$ cat config.mk
export PLATFORM = sky130hd
export DESIGN_NAME = rca_fifo
export DESIGN_NICKNAME = d
export VERILOG_FILES = /design/src/hw/rtl/rca_pkg.sv /design/src/hw/rtl/rca_fifo.sv
export SDC_FILE = /design/constraint.sdc
export NUM_CORES = 1
export LEC_CHECK = 0
export ABC_AREA = 1
export BUFFER_PORTS_ARGS = -buffer_cell sky130_fd_sc_hd__buf_2
export CORE_UTILIZATION = 47
export DETAILED_ROUTE_END_ITERATION = 16
export GPL_TIMING_DRIVEN = 0
export PLACE_DENSITY = 0.64
export REMOVE_ABC_BUFFERS = 1
export SLEW_MARGIN = 20
export SYNTH_ARGS = -nofsm -noshare
export SYNTH_HDL_FRONTEND = slang
export SYNTH_SLANG_ARGS = --single-unit
$ cat constraint.sdc
create_clock -name aclk -period 3.1 [get_ports aclk]
set_clock_uncertainty 0.05 [all_clocks]
set_input_delay 0.31 -clock aclk [delete_from_list [all_inputs] [get_ports aclk]]
set_output_delay 0.31 -clock aclk [all_outputs]
set_load 0.03 [all_outputs]
$ cat src/hw/rtl/rca_pkg.sv
// ----------------------------------------------------------------------------
// rca_pkg: shared types and constants for the RGB color adjust unit
// Operation codes, register indexes, queue entry and configuration structs,
// fixed-point weights.
// ----------------------------------------------------------------------------
package rca_pkg;

    localparam int unsigned CHAN_W          = 8;
    localparam int unsigned NUM_CHAN        = 3;
    localparam int unsigned CFG_DATA_W      = 12;
    localparam int unsigned CFG_INDEX_W     = 2;
    localparam int unsigned GAIN_W          = 12;
    localparam int unsigned OFFSET_W        = 9;
    localparam int unsigned COEF_W          = 16;
    localparam int unsigned GAMMA_DEPTH     = 256;
    localparam int unsigned QUEUE_DEPTH_DEF = 4;

    // contrast pivot 128 in Q.8, added after the gain multiply
    localparam int unsigned CONTRAST_BIAS   = 32768;
    localparam int unsigned CONTRAST_FRAC   = 8;

    typedef enum logic [2:0] {
        MODE_BRIGHTNESS = 3'd0,
        MODE_CONTRAST   = 3'd1,
        MODE_GRAYSCALE  = 3'd2,
        MODE_SEPIA      = 3'd3,
        MODE_INVERT     = 3'd4,
        MODE_THRESHOLD  = 3'd5,
        MODE_GAMMA      = 3'd6
    } mode_t;

    typedef enum logic {
        CMD_PIXEL       = 1'b0,
        CMD_TABLE_WRITE = 1'b1
    } cmd_t;

    typedef enum logic [CFG_INDEX_W-1:0] {
        CFG_MODE       = 2'd0,
        CFG_BRIGHTNESS = 2'd1,
        CFG_CONTRAST   = 2'd2,
        CFG_THRESHOLD  = 2'd3
    } cfg_index_t;

    localparam mode_t              MODE_RESET      = MODE_BRIGHTNESS;
    localparam logic [GAIN_W-1:0]  GAIN_RESET      = 12'd256;
    localparam logic [CHAN_W-1:0]  THRESHOLD_RESET = 8'd128;

    // luma weights, Q0.16, order r g b
    localparam logic [COEF_W-1:0] GRAY_COEF [NUM_CHAN] = '{16'd19595, 16'd38470, 16'd7471};

    // sepia matrix, Q0.16, [output channel][input channel]
    localparam logic [COEF_W-1:0] SEPIA_COEF [NUM_CHAN][NUM_CHAN] = '{
        '{16'd25756, 16'd50397, 16'd12386},
        '{16'd22872, 16'd44958, 16'd11010},
        '{16'd17826, 16'd34996, 16'd8585}
    };

    typedef struct packed {
        mode_t                       mode;
        logic signed [OFFSET_W-1:0]  brightness_offset;
        logic        [GAIN_W-1:0]    contrast_gain;
        logic        [CHAN_W-1:0]    threshold_level;
    } cfg_t;

    // table writes reuse red as index and green as value
    typedef struct packed {
        cmd_t              cmd;
        logic [CHAN_W-1:0] red;
        logic [CHAN_W-1:0] green;
        logic [CHAN_W-1:0] blue;
        logic              frame_end;
    } entry_t;

endpackage

$ cat src/hw/rtl/rca_fifo.sv
// ----------------------------------------------------------------------------
// rca_fifo: short queue between front and back
// Register-based circular buffer, push and pop in the same cycle allowed.
// ----------------------------------------------------------------------------
module rca_fifo #(
    parameter int unsigned DEPTH = rca_pkg::QUEUE_DEPTH_DEF
) (
    input  logic            aclk,
    input  logic            aresetn,
    input  logic            push_valid,
    output logic            push_ready,
    input  rca_pkg::entry_t push_data,
    output logic            pop_valid,
    input  logic            pop_ready,
    output rca_pkg::entry_t pop_data
);

    localparam int unsigned PTR_W = $clog2(DEPTH);
    localparam int unsigned CNT_W = $clog2(DEPTH + 1);

    rca_pkg::entry_t  slot_reg [DEPTH];
    logic [PTR_W-1:0] wr_ptr_reg, wr_ptr_next;
    logic [PTR_W-1:0] rd_ptr_reg, rd_ptr_next;
    logic [CNT_W-1:0] count_reg, count_next;
    logic             push, pop;

    assign push_ready = (count_reg != CNT_W'(DEPTH));
    assign pop_valid  = (count_reg != '0);
    assign pop_data   = slot_reg[rd_ptr_reg];
    assign push       = push_valid && push_ready;
    assign pop        = pop_valid && pop_ready;

    always_comb begin
        wr_ptr_next = wr_ptr_reg;
        rd_ptr_next = rd_ptr_reg;
        count_next  = count_reg;
        if (push) begin
            wr_ptr_next = (wr_ptr_reg == PTR_W'(DEPTH - 1)) ? '0 : wr_ptr_reg + 1'b1;
        end
        if (pop) begin
            rd_ptr_next = (rd_ptr_reg == PTR_W'(DEPTH - 1)) ? '0 : rd_ptr_reg + 1'b1;
        end
        if (push && !pop) begin
            count_next = count_reg + 1'b1;
        end else if (pop && !push) begin
            count_next = count_reg - 1'b1;
        end
    end

    always_ff @(posedge aclk) begin
        if (!aresetn) begin
            wr_ptr_reg <= '0;
            rd_ptr_reg <= '0;
            count_reg  <= '0;
        end else begin
            wr_ptr_reg <= wr_ptr_next;
            rd_ptr_reg <= rd_ptr_next;
            count_reg  <= count_next;
        end
    end

    always_ff @(posedge aclk) begin
        if (push) begin
            slot_reg[wr_ptr_reg] <= push_data;
        end
    end

    // occupancy and pointers must agree
    a_count_bound: assert property (@(posedge aclk) disable iff (!aresetn)
        count_reg <= CNT_W'(DEPTH))
        else $error("queue count above depth");

    a_empty_ptrs: assert property (@(posedge aclk) disable iff (!aresetn)
        (count_reg == '0) |-> (wr_ptr_reg == rd_ptr_reg))
        else $error("empty queue with split pointers");

    a_full_ptrs: assert property (@(posedge aclk) disable iff (!aresetn)
        (count_reg == CNT_W'(DEPTH)) |-> (wr_ptr_reg == rd_ptr_reg))
        else $error("full queue with split pointers");

endmodule

Word-level counts from Yosys, hierarchy flattened
Memories as Yosys holds them, arrays and structs flattened. A register that Yosys moved wholly into a read port is not among the register bits. Index checks and enable logic that the tools add are counted.

Memories kept: 1. Memory bits (writable): 104. Word-level logic and storage cells: 27. Output and inout port bits: 28. Bits of input ports: 30. Bits in read-only memories: 0. Register bits after elaboration: 7. Latch bits: 0.

Memories: slot_reg (words 4, bits a word 26, read ports 1, clocked after Yosys merged registers in 1, write ports 1, line rca_fifo.sv:21) `rca_pkg::entry_t slot_reg [DEPTH];`.

Order comparisons: 0. Bitwise logic cells: 0. Reductions and logical operators: 8. Divide/modulo/power cells: 0. Muxes and demuxes: 8. $mul: 0. Equal/unequal tests: 3. Shifts and indexed selects: 0. Add/subtract/negate cells: 4.

Operator list (count): 2-to-1 mux 2 bit (4); 2-to-1 mux 3 bit (2); adder 2 x 1 -> 2 bit, second input constant (2); == test 2 bit, second input constant (2); logical AND 1 bit (4); adder 3 x 1 -> 3 bit, second input constant (1); != test 3 bit, second input constant (1); nonzero test 3 bit (1); subtractor 3 x 1 -> 3 bit, second input constant (1); zero test 1 bit (2); 2-to-1 mux 1 bit (2); nonzero test 2 bit (1).

Longest topological paths before layout
Word-level depth: 6. Depth in mapped cells: 13. Depth with buffers taken out: 13.

Worst setup path after synthesis
OpenSTA, ideal clock, no wires.

Path type: reg2reg. Start: register count_reg[1]. End: memory slot_reg[0][0] (netlist name), enable pin. Setup slack: 603 ps. Library setup time: 409 ps. Data required time: 2641 ps. Cell stages (with the launch flop): 5. Clock period less this slack: 2497 ps. Arrival time: 2038 ps. Path buffers: 0. Cells stage by stage: dfxtp_1 -> nor2_1 -> nand2_1 -> nand2_1 -> nor2_1.

Longest elaborated chain between the ends: 4.

RTL lines: start, declared (line rca_fifo.sv:24) `logic [CNT_W-1:0] count_reg, count_next;`; start signal, assigned (line rca_fifo.sv:58) `count_reg <= count_next;`; != test 3 bit (line rca_fifo.sv:27) `assign push_ready = (count_reg != CNT_W'(DEPTH));`; named net push_ready (line rca_fifo.sv:11) `output logic push_ready,`; logical AND 1 bit (line rca_fifo.sv:30) `assign push = push_valid && push_ready;`; 2-to-1 mux 1 bit (line rca_fifo.sv:63) `if (push) begin`; 2-to-1 mux 1 bit (not written as such) (line rca_fifo.sv:64) `slot_reg[wr_ptr_reg] <= push_data;`; end, declared (line rca_fifo.sv:21).

The timed path passes the listed nets, and every way through them passes these cells.

==> metrics.yaml <==
final_cell_mix: "104 x edfxtp_1, 63 x nor2_1, 57 x buf_2, 37 x o21ai_0"
required_ns: 2.74
clkPwrFrac_pct: 39.3
p_switching_mw: 1.81
slew_viol_final: 0
violations: "design-rule violations"
outcome: "finished with violations"
clk_pin_slew_ns: 0.06
crit_path_end_kind: "output port"
vdd_drop_max_uv: 518
power.total_mw: 5.79
p_int_mw: 3.98
syn_avg_cell_area_sq_um: 13.5
worstPathMaxFanout: 27
drv_cap: 0
io_buffers: 57
cts_hold_buf: 26
whs_path_depth: 3
syn_to_final_growth_pct: 33.2
wl_per_cell_um: 15.8
drc: 2
ys_seq_area_share_pct: 76.1
ant_nets: 0
start_util_pct: 49.1
place.detailed.hpwl_um: 4720
critical_path.top_delay_family: "flip-flops"
ys_ff_latch: 113
grt_overflow_total: 0
seq_power_share_pct: 34.3
power.share.combinational_pct: 26.4
num_vias: 2755
hold_violations: 0
firstDrtPassIters: 10
cts_tree: "done"
crit_arrival_ns: 2.49
ys_warn_count: 0
die_x_um: 98.1
placed_cell_area_sq_um: 4830
fin_tns_setup_ns: 0
grt_pass1_vias: 2854
drt-vias-per-instance: 5.16
grt_first_pass_wirelength_um: 13800
clockBufferDepth: 2
synth_cell_types: 19
final_common_cell: "edfxtp_1"
hold_class: "input port to register"
r2r-start: "count_reg[1]"
gp_congestion: 0.621
period_minus_slack_ns: 2.85
setup_viol: 0
crit_slowest_cell: "dfxtp_1"
core_area_sq_um: 8850
cts_root_buf: "clkbuf_8"
worst_slew_pin_slew_ns: 0.998
crit_buf_inv: 2
setup.worst_path.start_class: "register"
final.setup.worst_slack_ns: 0.253
cts_setup_buffers: 0
period_share_pct: 91.9
slew_headroom_pct: 33.4
htreeDepth: 4
synth_area_sq_um: 4340
clock_latency_ns: 0.51
clock-sinks: 113
postRouteWirelength_um: 8450
worst-path-stages: 4
crit_chain: "inv_2 > o21ai_0 > o22ai_1 > buf_2"
swShare_pct: 31.2
dp.cells: 476
worstRegToRegCells: 9
path_class: "register to output port"
largest_register_ffs: 104
cts_buffers: 17
dieArea_sq_um: 9620
power.density_nw_per_um2: 1000
final_area_sq_um: 5780
antenna_found_initial: 0
place_ws_ns: 0.717
slowest_delay_ns: 0.97
fp-row-count: 34
rsz0062_at_grt: "false"
num_antenna_cells: 0
finalNonFillerCells: 534
dieHeight_um: 98.1
syn_inst: 321
nets: 450
grt_max_degree: 53
grt_usage_pct: 19.3
drive_above_1_share_pct: 23.2
cts_resized: 0
first_iter_violations: 166
pin_count: 58
min_from: "aresetn"
p_leak_nw: 2.17
fmax_ghz: 0.351
==> logic make-up (layout without fill, tap and decap cells) <==
group / after synthesis / in the layout / synth area share, %
flops: 113 / 113 / 76.1
simple gates: 86 / 86 / 7.64
compound gates: 83 / 83 / 10.3
buf+inv: 32 / 137 / 3.75
fa+ha+maj: 7 / 7 / 2.19
==> power groups by stage <==
stage	combinational (mW)	sequential [mW]	clock [mW]
final	1.53	1.99	2.27
after global routing	1.68	2.01	2.36
after CTS	1.54	1.99	2.29
after detailed placement	1.51	2.02	0
after floorplan	0.982	2.00	0
after global placement	1.35	2.06	0
==> per-stage QoR <==
step	util, %	hold slack [ns]
2_1_floorplan	-	0.359
3_3_place_gp	52.7	0.446
3_5_place_dp	54.5	0.464
6_report	65.3	0.0423
4_1_cts	65.3	0.0281
5_1_grt	65.3	0.0535
==> Yosys cell counts (all sizes together) <==
| cell type | instances | share of area [%] |
|---|---|---|
| a21oi | 3 | 0.35 |
| buf | 15 | 2.2 |
| dfxtp | 9 | 4.2 |
| edfxtp | 104 | 72 |
| fa | 1 | 0.46 |
| ha | 6 | 1.7 |
| inv | 17 | 1.5 |
| nand2 | 15 | 1.3 |
| nand3 | 2 | 0.23 |
| nand3b | 1 | 0.17 |
| nand4 | 1 | 0.14 |
| nor2 | 67 | 5.8 |
| o21ai | 54 | 6.2 |
| o22ai | 26 | 3.7 |
==> layout make-up <==
| class | instances | area (sq um) |
|---|---|---|
| clock inverter | 12 | 260 |
| timing repair buffer | 88 | 676 |
| tap | 108 | 135 |
| fill | 654 | 3070 |
| multi-input combinational | 176 | 905 |
| sequential | 113 | 3300 |
| inverter | 17 | 66.3 |
| clock buffer | 20 | 435 |
==> routing by layer <==
| layer | GRT usage, % | routed length [um] | vias up |
|---|---|---|---|
| met5 | 0 | 0 | - |
| met4 | 7.34 | 99 | 0 |
| met3 | 5.44 | 408 | 8 |
| met2 | 31.9 | 4210 | 77 |
| met1 | 24.1 | 3730 | 1310 |
| li1 | - | - | 1360 |
==> path summary, 6_finish.rpt <==
kind	end	slack, ns
min	count_reg[2]	0.04
max	pop_data[22]	0.25
min reg2reg	count_reg[0]	0.47
max reg2reg	count_reg[1]	0.91
==> tightest hold or removal path, stage by stage <==
cell and delay [ns]:
buf_2 0.14, nand2_1 0.07, nor2_1 0.03
Power figures use the tool's default switching activity.
