## src/hw/rtl/rca_pkg.sv

```systemverilog
// ----------------------------------------------------------------------------
// rca_pkg: shared types and constants for the RGB color adjust unit
// Operation codes, register indexes, queue entry and configuration structs,
// fixed-point weights.
// ----------------------------------------------------------------------------
package rca_pkg;

    localparam int unsigned CHAN_W          = 8;
    localparam int unsigned NUM_CHAN        = 3;
    localparam int unsigned CFG_DATA_W      = 12;
    localparam int unsigned CFG_INDEX_W     = 2;
    localparam int unsigned GAIN_W          = 12;
    localparam int unsigned OFFSET_W        = 9;
    localparam int unsigned COEF_W          = 16;
    localparam int unsigned GAMMA_DEPTH     = 256;
    localparam int unsigned QUEUE_DEPTH_DEF = 4;

    // contrast pivot 128 in Q.8, added after the gain multiply
    localparam int unsigned CONTRAST_BIAS   = 32768;
    localparam int unsigned CONTRAST_FRAC   = 8;

    typedef enum logic [2:0] {
        MODE_BRIGHTNESS = 3'd0,
        MODE_CONTRAST   = 3'd1,
        MODE_GRAYSCALE  = 3'd2,
        MODE_SEPIA      = 3'd3,
        MODE_INVERT     = 3'd4,
        MODE_THRESHOLD  = 3'd5,
        MODE_GAMMA      = 3'd6
    } mode_t;

    typedef enum logic {
        CMD_PIXEL       = 1'b0,
        CMD_TABLE_WRITE = 1'b1
    } cmd_t;

    typedef enum logic [CFG_INDEX_W-1:0] {
        CFG_MODE       = 2'd0,
        CFG_BRIGHTNESS = 2'd1,
        CFG_CONTRAST   = 2'd2,
        CFG_THRESHOLD  = 2'd3
    } cfg_index_t;

    localparam mode_t              MODE_RESET      = MODE_BRIGHTNESS;
    localparam logic [GAIN_W-1:0]  GAIN_RESET      = 12'd256;
    localparam logic [CHAN_W-1:0]  THRESHOLD_RESET = 8'd128;

    // luma weights, Q0.16, order r g b
    localparam logic [COEF_W-1:0] GRAY_COEF [NUM_CHAN] = '{16'd19595, 16'd38470, 16'd7471};

    // sepia matrix, Q0.16, [output channel][input channel]
    localparam logic [COEF_W-1:0] SEPIA_COEF [NUM_CHAN][NUM_CHAN] = '{
        '{16'd25756, 16'd50397, 16'd12386},
        '{16'd22872, 16'd44958, 16'd11010},
        '{16'd17826, 16'd34996, 16'd8585}
    };

    typedef struct packed {
        mode_t                       mode;
        logic signed [OFFSET_W-1:0]  brightness_offset;
        logic        [GAIN_W-1:0]    contrast_gain;
        logic        [CHAN_W-1:0]    threshold_level;
    } cfg_t;

    // table writes reuse red as index and green as value
    typedef struct packed {
        cmd_t              cmd;
        logic [CHAN_W-1:0] red;
        logic [CHAN_W-1:0] green;
        logic [CHAN_W-1:0] blue;
        logic              frame_end;
    } entry_t;

endpackage

```

## src/hw/rtl/rca_front.sv

```systemverilog
// ----------------------------------------------------------------------------
// rca_front: configuration registers and input classification
// Holds the mode/offset/gain/threshold registers and packs each input item
// into a queue entry, folding table-write index/value into the pixel slots.
// ----------------------------------------------------------------------------
module rca_front (
    input  logic                               aclk,
    input  logic                               aresetn,
    input  logic                               cfg_wr_en,
    input  logic [rca_pkg::CFG_INDEX_W-1:0]    cfg_index,
    input  logic [rca_pkg::CFG_DATA_W-1:0]     cfg_wdata,
    output rca_pkg::cfg_t                      cfg,
    input  logic                               s_valid,
    output logic                               s_ready,
    input  logic                               s_cmd,
    input  logic [rca_pkg::CHAN_W-1:0]         s_red,
    input  logic [rca_pkg::CHAN_W-1:0]         s_green,
    input  logic [rca_pkg::CHAN_W-1:0]         s_blue,
    input  logic [rca_pkg::CHAN_W-1:0]         s_table_index,
    input  logic [rca_pkg::CHAN_W-1:0]         s_table_value,
    input  logic                               s_frame_end,
    output logic                               q_valid,
    input  logic                               q_ready,
    output rca_pkg::entry_t                    q_data
);

    rca_pkg::cfg_t cfg_reg, cfg_next;

    always_comb begin
        cfg_next = cfg_reg;
        if (cfg_wr_en) begin
            unique case (rca_pkg::cfg_index_t'(cfg_index))
                rca_pkg::CFG_MODE: begin
                    cfg_next.mode = rca_pkg::mode_t'(cfg_wdata[2:0]);
                end
                rca_pkg::CFG_BRIGHTNESS: begin
                    cfg_next.brightness_offset = $signed(cfg_wdata[rca_pkg::OFFSET_W-1:0]);
                end
                rca_pkg::CFG_CONTRAST: begin
                    cfg_next.contrast_gain = cfg_wdata[rca_pkg::GAIN_W-1:0];
                end
                rca_pkg::CFG_THRESHOLD: begin
                    cfg_next.threshold_level = cfg_wdata[rca_pkg::CHAN_W-1:0];
                end
                default: begin
                    cfg_next = cfg_reg;
                end
            endcase
        end
    end

    always_ff @(posedge aclk) begin
        if (!aresetn) begin
            cfg_reg.mode              <= rca_pkg::MODE_RESET;
            cfg_reg.brightness_offset <= '0;
            cfg_reg.contrast_gain     <= rca_pkg::GAIN_RESET;
            cfg_reg.threshold_level   <= rca_pkg::THRESHOLD_RESET;
        end else begin
            cfg_reg <= cfg_next;
        end
    end

    assign cfg = cfg_reg;

    // classify: table writes carry index in red, value in green
    always_comb begin
        q_data.cmd       = rca_pkg::cmd_t'(s_cmd);
        q_data.frame_end = s_frame_end;
        q_data.blue      = s_blue;
        if (rca_pkg::cmd_t'(s_cmd) == rca_pkg::CMD_TABLE_WRITE) begin
            q_data.red   = s_table_index;
            q_data.green = s_table_value;
        end else begin
            q_data.red   = s_red;
            q_data.green = s_green;
        end
    end

    assign q_valid = s_valid;
    assign s_ready = q_ready;

endmodule

```

## config.mk

```make
export PLATFORM = sky130hd
export DESIGN_NAME = rca_front
export DESIGN_NICKNAME = d
export VERILOG_FILES = /design/src/hw/rtl/rca_pkg.sv /design/src/hw/rtl/rca_front.sv
export SDC_FILE = /design/constraint.sdc
export NUM_CORES = 1
export LEC_CHECK = 0
export ABC_CLOCK_PERIOD_IN_PS = 1100
export BUFFER_PORTS_ARGS = -buffer_cell sky130_fd_sc_hd__buf_2
export CAP_MARGIN = 20
export CORE_MARGIN = 2
export CORE_UTILIZATION = 39
export CTS_CLUSTER_DIAMETER = 200
export CTS_CLUSTER_SIZE = 25
export DETAILED_ROUTE_END_ITERATION = 6
export HOLD_SLACK_MARGIN = 0.08
export PLACE_DENSITY = 0.79
export SYNTH_ARGS = -nofsm -noshare
export SYNTH_HDL_FRONTEND = slang
export SYNTH_SLANG_ARGS = --single-unit
```

## constraint.sdc

```tcl
create_clock -name aclk -period 1.1 [get_ports aclk]
set_input_delay 0.11 -clock aclk [delete_from_list [all_inputs] [get_ports aclk]]
set_output_delay 0.11 -clock aclk [all_outputs]
set_load 0.02 [all_outputs]
```

Word level (Yosys, flattened, before mapping)
Index checks and enable logic that the tools add are counted.
Widths: inputs -> output; s select.
{"block": "classes", "n_eq_ne": 3, "mux": 1, "n_reduce_logical": 5}
{"op": "$mux 16", "n": 1}
{"op": "$reduce_and 2->1", "n": 4}
{"op": "$eq 2x2->1 const B", "n": 2}
{"op": "$eq 2x1->1 const B", "n": 1}
{"op": "$logic_not 2->1", "n": 1}
{"block": "word_totals", "register_bits": 32, "in_bits": 61, "out_inout_bits": 60, "wordCells": 13}

Logic depth before layout (Yosys ltp)
Gate-level depths: netlist of run 1.
{"block": "depth", "word_depth": 2, "depth_mapped": 4, "mapped_depth_nobuf": 2}

Worst setup path before layout of run 1
No wires, ideal clock.
{"block": "synth_timing", "path_type": "in2out", "startpoint": "input s_cmd", "endpoint": "output q_data[13] (netlist bit)", "arrival_time_ns": 0.886, "required_ns": 0.990, "slack_ns": 0.104, "stages": 3, "path_buffers": 2, "cell_sequence": "buf_2 buf_2 mux2_2"}
{"element": "from (decl)", "line_no": "rca_front.sv:15", "text": "input logic s_cmd,"}
{"element": "to (decl)", "line_no": "rca_front.sv:24", "text": "output rca_pkg::entry_t q_data"}

==> summary.txt, run 1 <==
Outcome
  – Status: completed

Final layout
  – Layout cells sized above 1: 52.5%
  – Multi-input logic area: 714 sq um
  – Ant diodes: 0
  – Filler cells: 325
  – P&R area growth vs syn: 38.5%
  – Non-filler cells, final: 292
  – Seq. cell area: 641 sq um
  – Max reg flops: 32
  – Layout Nets: 305

Die
  – Die Height: 66.2 um
  – Chip width: 66.2 um
  – Row count: 22
  – Initial Utilization: 40.8%
  – Core ar.: 0.00369 sq mm
  – Top Ports: 121
  – Die ar.: 0.00438 sq mm

Route
  – 1st-iter DRT viols: 17
  – Initial DRT Pass Iterations: 4
  – DRC violations left: 0
  – Vias: 1378
  – Post-route ant nets: 0
  – DRT Wirelength: 3500 um
  – Routed length per instance: 12.0 um
  – Vias/cell: 4.72

Logic synthesis
  – Post-Syn Nets: 213
  – Mapped Area: 0.00151 sq mm
  – Synth Flop Type: dfxtp_1
  – Largest area contributor in the netlist: dfxtp_1
  – Mapped Avg Cell Area: 9.91 sq um
  – Synth top area cells: dfxtp_1, mux2i_1, mux2_2
  – Top cell type's share of synthesized area: 42.5%
  – Most frequent cell after synthesis: nand2_1
  – Distinct cells, synth: 18
  – FF+latch count, synth: 32
  – Synthesis Warnings: 0
  – Syn Inst Count: 152
  – Register area share after synthesis: 42.5%
  – Top cells by count, synth: nand2_1, dfxtp_1, mux2i_1
  – Async S/R FF share, synth: 0%
  – Number of synthesized flops with an enable pin: 0

Setup path
  – Worst-path cell chain: buf_2 > mux2_2 > buf_2
  – Max incr delay on CP: 380 ps
  – Crit-path max FO: 17
  – CP bufs+invs: 2
  – Worst path slowest cell: mux2_2
  – Worst Setup End Kind: output pin
  – R2R setup slack: 460 ps
  – R2r startpoint: cfg[7]
  – Startpoint Class: input port
  – Worst EP arrival: 950 ps
  – Most used cell, CP: buf_2
  – Critical path class: in2out
  – Worst setup startpoint: s_cmd
  – Delay-heaviest family, CP: buffers and inverters
  – CP required: 990 ps

STA
  – # setup viols final: 0
  – Unrepaired setup endpoints after global routing: no
  – Final min period: 1060 ps
  – Clk_skew: 0 ps
  – Tcrit/Tclk final: 96.4%
  – Worst slew margin: 74.7%
  – Final max-slew violation count: 0
  – Hold Vio Cnt, Final: 0
  – Worst setup margin: 39.4 ps
  – Setup TNS: 0 ps
  – Slew @ Worst Pin: 378 ps
  – FMAX: 0.943 GHz

Power and ir drop
  – Switch share: 26.9%
  – P_leak: 1.11 nW
  – Seq pwr share: 47.9%
  – Power, Total: 2.55 mW
  – Pwr per Cell Area: 1220 mW/mm^2
  – Peak supply drop: 1.02 mV
  – Switching pwr: 0.685 mW
  – P_int: 1.86 mW
  – Clk pwr share: 32.2%
  – Comb power frac: 19.9%

Clock tree
  – Worst-Skew Late Latency: 270 ps
  – Clk pin slew, worst setup/hold paths: 60 ps
  – Htree depth: 2
  – CTS tree: done
  – Clk buf depth: 2
  – CTS root buf: clkbuf_8
  – # clock sinks: 32
  – TritonCTS buffer count: 5

Global route
  – Vias in the first global route: 1258
  – Antenna violations before repair: 0
  – Largest net degree at the start of global routing: 45
  – Global Route Usage Sum: 16.0%
  – Congestion Overflow GR: 0
  – First-pass GRT wire length: 5380 um

Hold path
  – Worst hold path class: in2reg
  – Hold Crit Start: cfg_wdata[8]

Placed design
  – Gpl congestion: 0.650
  – Place WS: 26.9 ps
  – DP Cell Count: 282
  – # port buffers: 98
  – Hpwl dp: 2670 um

Run
  – MaxCap Viol Count: 0
routing by layer:
| layer | vias to the layer above | part of all wire, % | wire [um] | track usage, % |
|---|---|---|---|---|
| met1 | 622 | 38 | 1310 | 16.1 |
| met5 | - | 0 | 0 | 0 |
| li1 | 680 | - | - | - |
| met4 | 0 | 0.29 | 10 | 4.59 |
| met3 | 2 | 11 | 376 | 4.94 |
| met2 | 74 | 51 | 1800 | 31.0 |
power groups by stage:
stage	registers, mW	logic [mW]	clock network (mW)
finish	1.22	0.507	0.820
global route	1.22	0.550	0.896
CTS	1.22	0.513	0.840
detailed placement	1.24	0.504	0
global placement	1.24	0.495	0
floorplan	1.30	0.302	0
cells in the final DEF (no fill, tap or decap):
cell and instances:
mux2_2 16, o211ai_2 1, and4b_1 1, o21ai_0 1
buf_4 4, a31oi_1 1, and3b_1 1, inv_1 1
clkinv_2 1, buf_12 2, dfxtp_1 32, mux2i_1 30
nor3b_2 1, nand3b_1 1, nand2_1 42, buf_2 98
nand3_1 1, clkbuf_8 5, nand4b_1 1, dlygate4sd3_1 3
clkbuf_1 1
worst paths after layout:
check | endpoint | cells past startpoint
worst max-delay path | q_data[20] | 3
worst min-delay path | cfg[28] | 3
worst max register to register | cfg[7] | 2
worst min register to register | cfg[10] | 2
repair_timing:
action,4_1_cts,5_1_grt
hold buffers,3,0
gates resized for setup,0,0
endpoints found under the hold margin,3,0
buffers inserted,0,0
final cells by class:
type / count / share of cell area, %
clock inverter: 1 / 0.240
clock buffer: 6 / 3.48
sequential: 32 / 30.7
multi-input combinational: 97 / 34.2
inverter: 1 / 0.180
tap: 48 / 2.88
timing repair buffer: 107 / 28.3
worst reg2reg max path: cells and delay by family, from the launching register on:
kind               cells  cell delay, ps
DFF                    1             310
AOI/OAI and AO/OA      2             210
stage by stage:
| step | hold WS [ps] | util, % | instance area [sq um] |
|---|---|---|---|
| final | 95.3 | 56.6 | 2090 |
| after global routing | 125 | 56.6 | 2090 |
| after CTS | 84.3 | 56.6 | 2090 |
| after detailed placement | 220 | 53.7 | 1980 |
| after global placement | 220 | 53.7 | 1980 |
| after floorplan | 249 | - | 1510 |
kinds of logic (layout without fill, tap and decap cells):
logic type,count (synthesis),in the layout,share of synthesized area [%]
AND/OR/NAND/NOR,48,48,14.0
buffers and inverters,23,115,10.0
multiplexers,46,46,31.9
AO/OA/AOI/OAI,3,3,1.58
flip-flops,32,32,42.5
Power figures use the tool's default switching activity.
==> inputs of run 2 (changes only) <==
BUFFER_PORTS_ARGS = -buffer_cell sky130_fd_sc_hd__buf_4   (was -buffer_cell sky130_fd_sc_hd__buf_2)
==> summary.txt, run 2 (synthesis gave the netlist of run 1 again) <==
Global route
  – Antenna violations before repair: 0
  – First-pass GRT wire length: 5470 um
  – Met1 Use GR: 17.7%
  – Global Route Usage Sum: 16.7%
  – Busiest grt layer: met2
  – M2 GR Usage: 27.9%
  – Vias in the first global route: 1177
  – Largest net degree at the start of global routing: 20
  – Congestion Overflow GR: 0
  – Grt met3 use: 9.54%

STA
  – Setup TNS: 0 ps
  – Unrepaired setup endpoints after global routing: no
  – # setup viols final: 0
  – Slew @ Worst Pin: 362 ps
  – Final max-slew violation count: 0
  – Clk_skew: 0 ps
  – Tcrit/Tclk final: 86.7%
  – Final hold slack: 91.5 ps
  – Worst slew margin: 75.8%
  – Final min period: 953 ps
  – Hold Vio Cnt, Final: 0
  – Worst setup margin: 147 ps
  – FMAX: 1.05 GHz

Final layout
  – Layout cells sized above 1: 53.3%
  – Ant diodes: 0
  – P&R area growth vs syn: 55.1%
  – Most frequent cells in the layout: buf_4, nand2_1, dfxtp_1, mux2i_1, mux2_2
  – Max reg flops: 32
  – Most common cell after layout, fill and taps aside: buf_4
  – Layout Nets: 305

Clock tree
  – Htree depth: 2
  – Clk pin slew, worst setup/hold paths: 60 ps
  – TritonCTS buffer count: 5
  – CTS root buf: clkbuf_8
  – # clock sinks: 32
  – Worst-Skew Late Latency: 280 ps
  – CTS tree: done
  – Clk buf depth: 2

Outcome
  – Status: completed

Placed design
  – Place WS: 147 ps
  – Gpl congestion: 0.673
  – Hpwl dp: 2850 um
  – # port buffers: 98

Route
  – 1st-iter DRT viols: 11
  – Vias/cell: 4.72
  – Routed length per instance: 12.4 um
  – DRC violations left: 0
  – DRT Wirelength: 3630 um
  – Initial DRT Pass Iterations: 4
  – Vias: 1379
  – Post-route ant nets: 0

Power and ir drop
  – P_leak: 1.17 nW
  – Pwr per Cell Area: 1190 mW/mm^2
  – Power, Total: 2.78 mW
  – Peak supply drop: 0.955 mV

Die
  – Row count: 22
  – Die ar.: 0.00438 sq mm
  – Top Ports: 121
  – Initial Utilization: 40.8%
  – Core ar.: 0.00369 sq mm
  – Die Height: 66.2 um
  – Chip width: 66.2 um

Setup path
  – Critical path class: in2out
  – CP required: 990 ps
  – Startpoint Class: input port
  – Worst EP arrival: 840 ps
  – R2R setup slack: 470 ps
  – Worst Setup End Kind: output pin
  – R2r startpoint: cfg[7]
  – RR Endpoint: cfg[7]
  – Crit-path max FO: 17
  – R2R cell count: 2

Hold path
  – Hold Path Depth: 3
  – WHS Endpoint: cfg[28]
  – Hold Crit Start: cfg_wdata[8]
  – Worst hold path class: in2reg

Run
  – MaxCap Viol Count: 0
[run 2: cell types whose count changed in the layout (fill, tap and decap cells not counted)]
| cell | change |
|---|---|
| buf_12 | -1 |
| buf_2 | -98 |
| buf_4 | +100 |
| clkbuf_1 | -1 |
| clkbuf_8 | +2 |
| clkinv_2 | -1 |
| dlygate4sd3_1 | -1 |
[run 2: how the worst max path moves through the flow]
| stage | start | to | slack, ps | depth (start not counted) |
|---|---|---|---|---|
| floorplan | s_cmd | q_data[13] | 100 | 3 |
| global placement | s_cmd | q_data[16] | 160 | 3 |
| detailed placement | cfg_index[0] | cfg[17] | 150 | 4 |
| CTS | s_cmd | q_data[13] | 140 | 3 |
| global route | s_cmd | q_data[19] | 120 | 3 |
| finish | s_cmd | q_data[13] | 150 | 3 |
[run 2: cell type report]
class                           count  area [sq um]
Inverter                            1          3.75
Sequential cell                    32           641
Timing Repair Buffer              107           821
Multi-Input combinational cell     97           714
Tap cell                           48          60.1
Fill cell                         319          1350
Clock buffer                        7          96.3
[run 2: critical path, cell delays in order]
cell and delay [ps]:
buf_4 210, mux2_2 370, buf_4 160
[run 2: metrics by stage]
| stage | area, sq um | cells | utilization [%] |
|---|---|---|---|
| 6_report | 2340 | 292 | 63.3 |
| 5_1_grt | 2340 | 292 | 63.3 |
| 4_1_cts | 2340 | 292 | 63.3 |
| 3_5_place_dp | 2220 | 283 | 60.2 |
| 3_3_place_gp | 2220 | 283 | 60.2 |
| 2_1_floorplan | 1510 | 152 | - |
[run 2: per-layer routing]
metal | routed length (um) | share of wire (%)
met1 | 1320 | 36
met2 | 1750 | 48
met3 | 528 | 15
met4 | 39 | 1.1
met5 | 0 | 0
[run 2: timing repair]
item,CTS,global route
resized for setup,0,0
endpoints found under the hold margin,2,0
buffers inserted,0,0
hold buffers,2,0
[run 2: power by group]
group	internal [mW]	switching (mW)	total (mW)
Combinational	0.325	0.277	0.602
Sequential	1.20	0.0218	1.22
Clock	0.556	0.399	0.955
Total	2.08	0.698	2.78
==> inputs of run 3 (changes only) <==
--- a/config.mk
+++ b/config.mk
@@ -15,3 +15,3 @@
 export DETAILED_ROUTE_END_ITERATION = 6
-export HOLD_SLACK_MARGIN = 0.08
+export HOLD_SLACK_MARGIN = 0.02
 export PLACE_DENSITY = 0.79
--- a/constraint.sdc
+++ b/constraint.sdc
@@ -3,2 +3,2 @@
 set_output_delay 0.11 -clock aclk [all_outputs]
-set_load 0.02 [all_outputs]
+set_load 0.1 [all_outputs]
==> summary.txt, run 3 (synthesis gave the netlist of run 1 again) <==
Clock tree
  – CTS tree: done
  – CTS hold repair buffers: 0
  – Htree depth: 2
  – Post-cts resize count: 0
  – Setup bufs post-CTS: 0
  – Worst-Skew Late Latency: 270 ps
  – TritonCTS buffer count: 5
  – Clk buf depth: 2
  – CTS root buf: clkbuf_8
  – # clock sinks: 32
  – Clk pin slew, worst setup/hold paths: 70 ps

Setup path
  – Critical path class: in2out
  – Most used cell, CP: buf_4
  – Worst path slowest cell: mux2_2
  – CP required: 990 ps
  – Critical path endpoint: q_data[20]
  – Crit-path max FO: 17
  – R2r startpoint: cfg[7]
  – RR Endpoint: cfg[7]
  – Worst Setup End Kind: output pin
  – Worst setup startpoint: s_cmd
  – CP bufs+invs: 2
  – Stages on worst setup path: 3
  – R2R cell count: 2
  – Delay-heaviest family, CP: buffers and inverters
  – Max incr delay on CP: 370 ps
  – Startpoint Class: input port
  – Worst-path cell chain: buf_4 > mux2_2 > buf_4
  – Worst EP arrival: 930 ps
  – R2R setup slack: 460 ps

Global route
  – Busiest grt layer: met2
  – Antenna violations before repair: 0
  – M2 GR Usage: 31.3%
  – Vias in the first global route: 1324
  – Met1 Use GR: 17.3%
  – First-pass GRT wire length: 5710 um
  – Largest net degree at the start of global routing: 18
  – Global Route Usage Sum: 17.3%
  – Grt met3 use: 8.52%
  – Congestion Overflow GR: 0

Final layout
  – Filler cells: 332
  – Ant diodes: 0
  – Layout cells sized above 1: 66.7%
  – Multi-input logic area: 714 sq um
  – P&R area growth vs syn: 58.0%
  – Max reg flops: 32
  – Layout Nets: 303
  – Design area: 0.00238 sq mm
  – Seq. cell area: 681 sq um
  – Most common cell after layout, fill and taps aside: buf_4
  – Most frequent cells in the layout: buf_4, nand2_1, dfxtp_2, mux2i_1, mux2_2

STA
  – Worst setup margin: 61.9 ps
  – FMAX: 0.963 GHz
  – Slew @ Worst Pin: 353 ps
  – Final max-slew violation count: 0
  – Worst slew margin: 76.4%
  – Hold Vio Cnt, Final: 0
  – Final min period: 1040 ps
  – # setup viols final: 0
  – Unrepaired setup endpoints after global routing: no
  – Tcrit/Tclk final: 94.4%
  – Clk_skew: 0 ps

Die
  – Chip width: 66.2 um
  – Initial Utilization: 40.8%
  – Die Height: 66.2 um
  – Row count: 22
  – Top Ports: 121
  – Die ar.: 0.00438 sq mm
  – Core ar.: 0.00369 sq mm

Route
  – DRT Wirelength: 3920 um
  – Vias/cell: 4.71
  – Routed length per instance: 13.5 um
  – Post-route ant nets: 0
  – 1st-iter DRT viols: 21
  – Initial DRT Pass Iterations: 4
  – Vias: 1371
  – DRC violations left: 0

Power and ir drop
  – Peak supply drop: 1.09 mV
  – Pwr per Cell Area: 1460 mW/mm^2
  – P_int: 2.21 mW
  – P_leak: 1.19 nW
  – Seq pwr share: 35.4%
  – Switch share: 36.4%
  – Clk pwr share: 31.4%
  – Comb power frac: 33.2%
  – Switching pwr: 1.26 mW

Hold path
  – Worst hold path class: in2reg

Placed design
  – Hpwl dp: 3110 um
  – Placed cell areas: 0.00227 sq mm
  – # port buffers: 98
  – Gpl congestion: 0.715
  – Place WS: 57.4 ps

Run
  – MaxCap Viol Count: 0

Outcome
  – Status: completed
## run 3: cell type report
type | instances | share of cell area [%]
Sequential cell | 32 | 28.6
Clock buffer | 6 | 3.05
Clock inverter | 2 | 1.47
Multi-Input combinational cell | 97 | 30.0
Timing Repair Buffer | 105 | 34.2
Tap cell | 48 | 2.52
Inverter | 1 | 0.158
## run 3: worst min-delay path, delay by kind of cell
kind	cells	cell delay, ps
mux	1	50
buf+inv	1	110
simple gates	1	40
## run 3: worst min-delay path by stage
stage / from / end / slack (ps) / cells after the start
after floorplan: cfg_wdata[8] / cfg[28] / 240 / 2
final: cfg_wdata[10] / cfg[18] / 80 / 3
after detailed placement: s_blue[0] / q_data[1] / 220 / 0
after global routing: cfg_wdata[11] / cfg[19] / 70 / 3
after global placement: s_blue[0] / q_data[1] / 220 / 0
after CTS: cfg_wdata[10] / cfg[18] / 70 / 3
## run 3: power by group through the flow
stage	Clock, mW	Combinational, mW	Sequential (mW)
global route	1.17	1.19	1.23
CTS	1.12	1.16	1.23
global placement	0	1.15	1.25
finish	1.09	1.15	1.23
floorplan	0	0.728	1.55
detailed placement	0	1.16	1.25
## run 3: per-stage QoR
stage / std cells / TNS (ps) / util, % / total power, mW / hold WS, ps
finish: 291 / 0 / 64.5 / 3.47 / 76.5
global route: 291 / 0 / 64.5 / 3.60 / 70.4
detailed placement: 283 / 0 / 61.6 / 2.41 / 221
floorplan: 152 / -603 / - / 2.28 / 241
CTS: 291 / 0 / 64.5 / 3.50 / 65.8
global placement: 283 / 0 / 61.6 / 2.40 / 221
## run 3: per-layer routing
| layer | vias to the layer above | share of wire, % |
|---|---|---|
| li1 | 677 | - |
| met1 | 613 | 36 |
| met2 | 77 | 51 |
| met3 | 4 | 12 |
| met4 | 0 | 1.1 |
| met5 | - | 0 |
